`src/rtl/core/qvr_pkg.sv`:
```
// Package for the quaternion vector rotation block.
// Holds the fixed-point format constants, the derived datapath widths and the stage control type.
// No dependencies; every other file in rtl/core imports it.
package qvr_pkg;

    localparam int VEC_BITS       = 24;
    localparam int QUAT_FRAC_BITS = 15;

    localparam int Q_W    = QUAT_FRAC_BITS + 1;
    localparam int PR_W   = 2 * Q_W;
    localparam int M_W    = 2 * Q_W + 2;
    localparam int MV_W   = M_W + VEC_BITS;
    localparam int ACC_W  = MV_W + 2;
    localparam int SHIFT  = 2 * QUAT_FRAC_BITS;
    localparam int RND_W  = ACC_W - SHIFT;

    typedef struct packed {
        logic valid;
    } stage_ctl_t;

endpackage

```
`src/rtl/core/qvr_round.sv`:
```
// Output stage: round half up back to the vector format and saturate.
// One register stage that also forms the clip flag over all three rows.
// Depends on qvr_pkg.
module qvr_round
    import qvr_pkg::*;
(
    input  logic                       clk,
    input  logic                       rst_n,
    input  stage_ctl_t                 in_ctl,
    input  logic signed [ACC_W-1:0]    acc [3],
    output stage_ctl_t                 out_ctl,
    output logic signed [VEC_BITS-1:0] rot [3],
    output logic                       clip
);

    localparam logic signed [ACC_W-1:0] HALF = ACC_W'(64'd1 << (SHIFT - 1));
    localparam logic signed [VEC_BITS-1:0] VMAX = {1'b0, {(VEC_BITS - 1){1'b1}}};
    localparam logic signed [VEC_BITS-1:0] VMIN = {1'b1, {(VEC_BITS - 1){1'b0}}};

    stage_ctl_t ctl_e_reg;
    logic signed [VEC_BITS-1:0] rot_reg [3];
    logic signed [VEC_BITS-1:0] rot_next [3];
    logic clip_reg, clip_next;
    logic signed [ACC_W-1:0] rnd [3];
    logic signed [RND_W-1:0] sh [3];
    logic [RND_W-VEC_BITS:0] top_bits [3];

    always_comb
    begin
        clip_next = 1'b0;
        for (int r = 0; r < 3; r++)
        begin
            rnd[r]      = acc[r] + HALF;
            sh[r]       = rnd[r][ACC_W-1:SHIFT];
            top_bits[r] = sh[r][RND_W-1:VEC_BITS-1];
            if ((&top_bits[r]) || !(|top_bits[r]))
            begin
                rot_next[r] = sh[r][VEC_BITS-1:0];
            end
            else
            begin
                clip_next   = 1'b1;
                rot_next[r] = sh[r][RND_W-1] ? VMIN : VMAX;
            end
        end
    end

    always_ff @(posedge clk or negedge rst_n)
    begin
        if (!rst_n)
        begin
            ctl_e_reg <= '0;
        end
        else
        begin
            ctl_e_reg <= in_ctl;
        end
    end

    always_ff @(posedge clk)
    begin
        rot_reg  <= rot_next;
        clip_reg <= clip_next;
    end

    assign out_ctl = ctl_e_reg;
    assign rot     = rot_reg;
    assign clip    = clip_reg;

endmodule

```
`config.mk`:
```
export PLATFORM = sky130hd
export DESIGN_NAME = qvr_round
export DESIGN_NICKNAME = d
export VERILOG_FILES = /design/src/rtl/core/qvr_pkg.sv /design/src/rtl/core/qvr_round.sv
export SDC_FILE = /design/constraint.sdc
export NUM_CORES = 1
export LEC_CHECK = 0
export BUFFER_PORTS_ARGS = -buffer_cell sky130_fd_sc_hd__buf_2
export CAP_MARGIN = 40
export CORE_MARGIN = 3
export CORE_UTILIZATION = 45
export DETAILED_ROUTE_END_ITERATION = 10
export GPL_ROUTABILITY_DRIVEN = 0
export PLACE_DENSITY = 0.87
export REMOVE_ABC_BUFFERS = 1
export SETUP_SLACK_MARGIN = 0.02
export SYNTH_ARGS = -nofsm -noshare
export SYNTH_HDL_FRONTEND = slang
export SYNTH_SLANG_ARGS = --single-unit
```
`constraint.sdc`:
```
create_clock -name clk -period 0.8 [get_ports clk]
set_clock_uncertainty 0.05 [all_clocks]
set_input_delay 0.08 -clock clk [delete_from_list [all_inputs] [get_ports clk]]
set_output_delay 0.08 -clock clk [all_outputs]
set_load 0.05 [all_outputs]
```
==> impl_metrics.tcl, run 1 <==
set metrics [dict create \
    muxShareOfSynthArea 0.06492 \
    ys_seq_elements 74 \
    avgSynthCellArea_um2 8.953 \
    status "did not finish" \
    synthCells 437 \
    rows 33 \
    h-tree-depth 3 \
    synthTopCellsByArea "dfxtp_1 (37%), xor2_1 (8.7%), xnor2_1 (7.6%)" \
    cts_root_buf "clkbuf_8" \
    cts_num_sinks 74 \
    dp_cells 838 \
    tool.error "[ERROR DPL-0038] Utilization greater than 100%, impossible to legalize" \
    synth_xor_area_frac 0.1634 \
    grt_max_degree 14 \
    yosys_most_used_dff "dfxtp_1" \
    syn_area_mm2 0.003913 \
    synth-simple-area-share 0.2411 \
    synth_top_family_by_area "simple AND/OR/NAND/NOR gates" \
    die_w_um 99.25 \
    numCtsBuffers 9 \
    io_buffer_count 169 \
    synth-compound-area-share 0.1116 \
    worst-ep-kind "register input" \
    initial_utilization 0.4691 \
    hpwl_um 10690 \
    clock_path_buffers 2 \
    dieHeight_um 99.25 \
    worst_endpoint "rot[59]$_DFF_P_/D" \
    async_flop_share 0.01351 \
    seq_area_frac_synth 0.3799 \
    synth.distinct_cells 48 \
    yosysTopAreaCell "dfxtp_1" \
    synth_adder_area_share 0.009594 \
    ioPinCount 257 \
    synth_top_area_frac 0.3735 \
    failing_step "5_1_grt" \
    synth_edf_count 0 \
    yosys_warnings 0 \
]
cell families after synthesis:
logic type | Yosys count
flip-flops | 74
AND/OR/NAND/NOR | 168
adder cells (fa/ha/maj) | 3
multiplexers | 25
XOR/XNOR | 73
AO/OA/AOI/OAI | 70
buffers and inverters | 24
per-stage QoR:
stage	hold slack (ps)	utilization	worst slack [ps]	area, um2
floorplan	-265.6	-	-1872	3820
CTS	-9.339	0.9458	-980.0	7889
global placement	-195.1	0.7124	-1357	5942
detailed placement	-194.4	0.7124	-1493	5942
cell usage after synthesis, types with 2 or more instances:
cell type,count
o211ai_1,2
inv_1,6
nor2_1,17
and3_1,20
mux2i_1,22
and4_1,11
a21oi_1,48
a31oi_1,6
nand4_1,16
xor2_1,39
ha_1,3
o21ai_0,3
nor4_1,6
clkbuf_1,8
xnor2_1,34
buf_2,8
nand3_1,27
nand2b_1,2
nor3_1,13
mux2_2,3
dfxtp_1,73
and2_1,7
or2_2,5
nand2_1,33
buf_6,2
what timing repair did:
action                                  in CTS
hold endpoints to repair                     3
hold buffers                                 3
setup buffers                               28
cloned                                       9
endpoints found under the setup margin     147
gates resized for setup                    400
pin swaps                                   39
==> inputs of run 2 (changes only) <==
- CORE_UTILIZATION: 45 -> 30
- PLACE_DENSITY: 0.87 -> default
- PLACE_DENSITY_LB_ADDON: default -> 0.15
- SETUP_SLACK_MARGIN: 0.02 -> default
==> impl_metrics.tcl, run 2 <==
set metrics [dict create \
    status "finished with violations" \
    violations "setup timing" \
    combPwrFrac 0.281 \
    vias 4621 \
    grt_util_met2 0.3565 \
    seq_area_frac_synth 0.3799 \
    rsz0062_at_grt "true" \
    largest_register_ffs 72 \
    antenna-diode-count 0 \
    muxShareOfSynthArea 0.06492 \
    path_delay_family "simple AND/OR/NAND/NOR gates" \
    sequentialPowerShare 0.348 \
    synthTopCellsByArea "dfxtp_1 (37%), xor2_1 (8.7%), xnor2_1 (7.6%)" \
    sw_frac_of_total 0.2906 \
    path_class "input port to register" \
    avgSynthCellArea_um2 8.953 \
    max_freq_mhz 537.8 \
    crit_start "acc[159]" \
    fin_ws_ps -1059 \
    stdcell_area_mm2 0.008384 \
    internal-power_w 0.008362 \
    finalSetupViolCount 147 \
    crit_buf_inv 3 \
    numCtsBuffers 9 \
    syn_area_mm2 0.003913 \
    layout_common_cells "buf_4 (154), buf_8 (79), dfxtp_2 (73)" \
    ioPinCount 257 \
    die_area_mm2 0.01445 \
    grt_max_degree 23 \
    maxSlewViolCount 0 \
    synth-compound-area-share 0.1116 \
    tritoncts "built" \
    mostFrequentLayoutCell "buf_4" \
    num-nets-final 966 \
    min-delay-start "acc[90]" \
    synth_top_area_frac 0.3735 \
    initial_utilization 0.3088 \
    via_per_inst 4.829 \
    drive_above_1_share 0.7083 \
    top_usage_layer "met2" \
    cp_slowest_stage_delay_ps 320 \
    period_needed_ps 1859 \
    met1_usage 0.2308 \
    worstPathArrival_ps 2050 \
    first_iter_violations 159 \
    use_met3 0.05613 \
    synth_edf_count 0 \
    h-tree-depth 3 \
    slew_headroom 0.7925 \
    dpl_cell_area_mm2 0.006008 \
    yosys_most_used_dff "dfxtp_1" \
    power.switching_w 0.003425 \
    cp_slowest_cell "o32ai_4" \
    crit_fanout 5 \
    grt_pass1_wl_um 23400 \
    crit_chain "buf_2, and3_4, nand4_1, nor3_2, xor2_1, nand4_1, o32ai_4, buf_4, buf_6, mux2i_1" \
    synth.distinct_cells 48 \
    grt_pass1_vias 4865 \
    drc 0 \
    async_flop_share 0.01351 \
    dr.pass1.iters 6 \
    maxCapViolCount 0 \
    clkTransAtPathRegs_ps 60 \
    die_w_um 120.2 \
    ys_seq_elements 74 \
    finalHoldViolations 0 \
    synthCells 437 \
    synth-simple-area-share 0.2411 \
    antenna_found_initial 0 \
    grt_usage 0.1998 \
    synthTopCellsByCount "dfxtp_1 (73), a21oi_1 (48), xor2_1 (39)" \
    hold_class "input port to register" \
    routedWlPerCell_um 15.39 \
    yosys_warnings 0 \
    dieHeight_um 120.2 \
    hpwl_um 9553 \
    syn_to_final_growth_pct 114.3 \
    setup.worst_path.start_class "input port" \
    cp_data_required_time_ps 990 \
    synth.most_common_cell "dfxtp_1" \
    yosysTopAreaCell "dfxtp_1" \
    worstMarginPinSlew_ps 308.7 \
    path_common_cell "nand4_1" \
    cts_root_buf "clkbuf_16" \
    clockPowerShare 0.372 \
    rows 41 \
    period_share 2.324 \
    antenna_left 0 \
    irDropWorstVdd_uv 835.0 \
    fp.coreArea_mm2 0.01267 \
    synth_top_family_by_area "simple AND/OR/NAND/NOR gates" \
    power_density_mw_per_mm2 1406 \
    synth_adder_area_share 0.009594 \
    clock_path_buffers 2 \
    leakage_nw 3.556 \
    grt_overflow 0 \
    endpoint_kind "register" \
    cts_num_sinks 74 \
    io_buffer_count 169 \
    synth_xor_area_frac 0.1634 \
    drt_wl_total_um 14730 \
    final_core_util 0.6617 \
]
==> run 2: cell counts after synthesis <==
Identical to the previous run, type by type.
==> run 2: worst min-delay path, delay by kind of cell <==
kind | cells | cell delay [ps]
buffers and inverters | 1 | 80
adders and majority gates | 1 | 130
and+or+nand+nor | 1 | 60
AOI/OAI and AO/OA | 1 | 30
==> run 2: path summary, 6_finish.rpt <==
path / end / slack (ps) / depth (start not counted)
max in group asynchronous: out_ctl / 50 / 3
min: rot[24] / 40 / 4
min in group asynchronous: out_ctl / 540 / 3
max: rot[55] / -1060 / 10
==> run 2: repair_timing <==
item / CTS / global route
hold buffers: 3 / 0
cloned: 6 / 2
gates resized for setup: 429 / 85
pin swaps: 35 / 27
setup endpoints to repair: 147 / 147
hold endpoints to repair: 2 / 0
buffers inserted: 18 / 10
==> run 2: through the flow <==
stage               setup slack (ps)  setup TNS (ps)  total power, W  hold slack [ps]  instances
detailed placement             -1492         -100610        0.006463           -194.1        906
floorplan                      -1872         -109750        0.005300           -265.6        419
CTS                           -975.1          -76150         0.01168            15.64        947
global route                   -1158          -84590         0.01224            44.85        957
global placement               -1400          -97970        0.006439           -196.1        906
finish                         -1059          -76960         0.01179            37.26        957
==> run 2: layer usage <==
layer  part of all wire  up-vias  routed length (um)
li1                   -     2257                   -
met1               0.40     2191                5896
met2               0.52      152                7649
met3              0.066       21                 966
met4              0.015        0                 218
met5                  0        -                   0
==> run 2: cell families after synthesis <==
family	count (synthesis)
compound gates	70
mux	25
xor+xnor	73
fa+ha+maj	3
flops	74
buf+inv	24
simple gates	168
==> run 2: layout make-up <==
| type | count | area, um2 |
|---|---|---|
| clock buffers | 11 | 242.7 |
| multi-input cells | 339 | 2984 |
| repair buffers | 350 | 3262 |
| fillers | 973 | 4287 |
| well taps | 172 | 215.2 |
| clock inverters | 5 | 77.57 |
| flip-flops and latches | 74 | 1578 |
| inverters | 6 | 25.02 |
==> run 2: power by group through the flow <==
stage / clock (W) / sequential (W) / combinational, W
2_1_floorplan: 0 / 0.00482 / 0.000483
4_1_cts: 0.00447 / 0.00409 / 0.00312
5_1_grt: 0.00464 / 0.00412 / 0.00348
6_report: 0.00438 / 0.00410 / 0.00331
3_5_place_dp: 0 / 0.00404 / 0.00242
3_3_place_gp: 0 / 0.00404 / 0.00240
No activity file was read; power rests on OpenSTA's default activity.
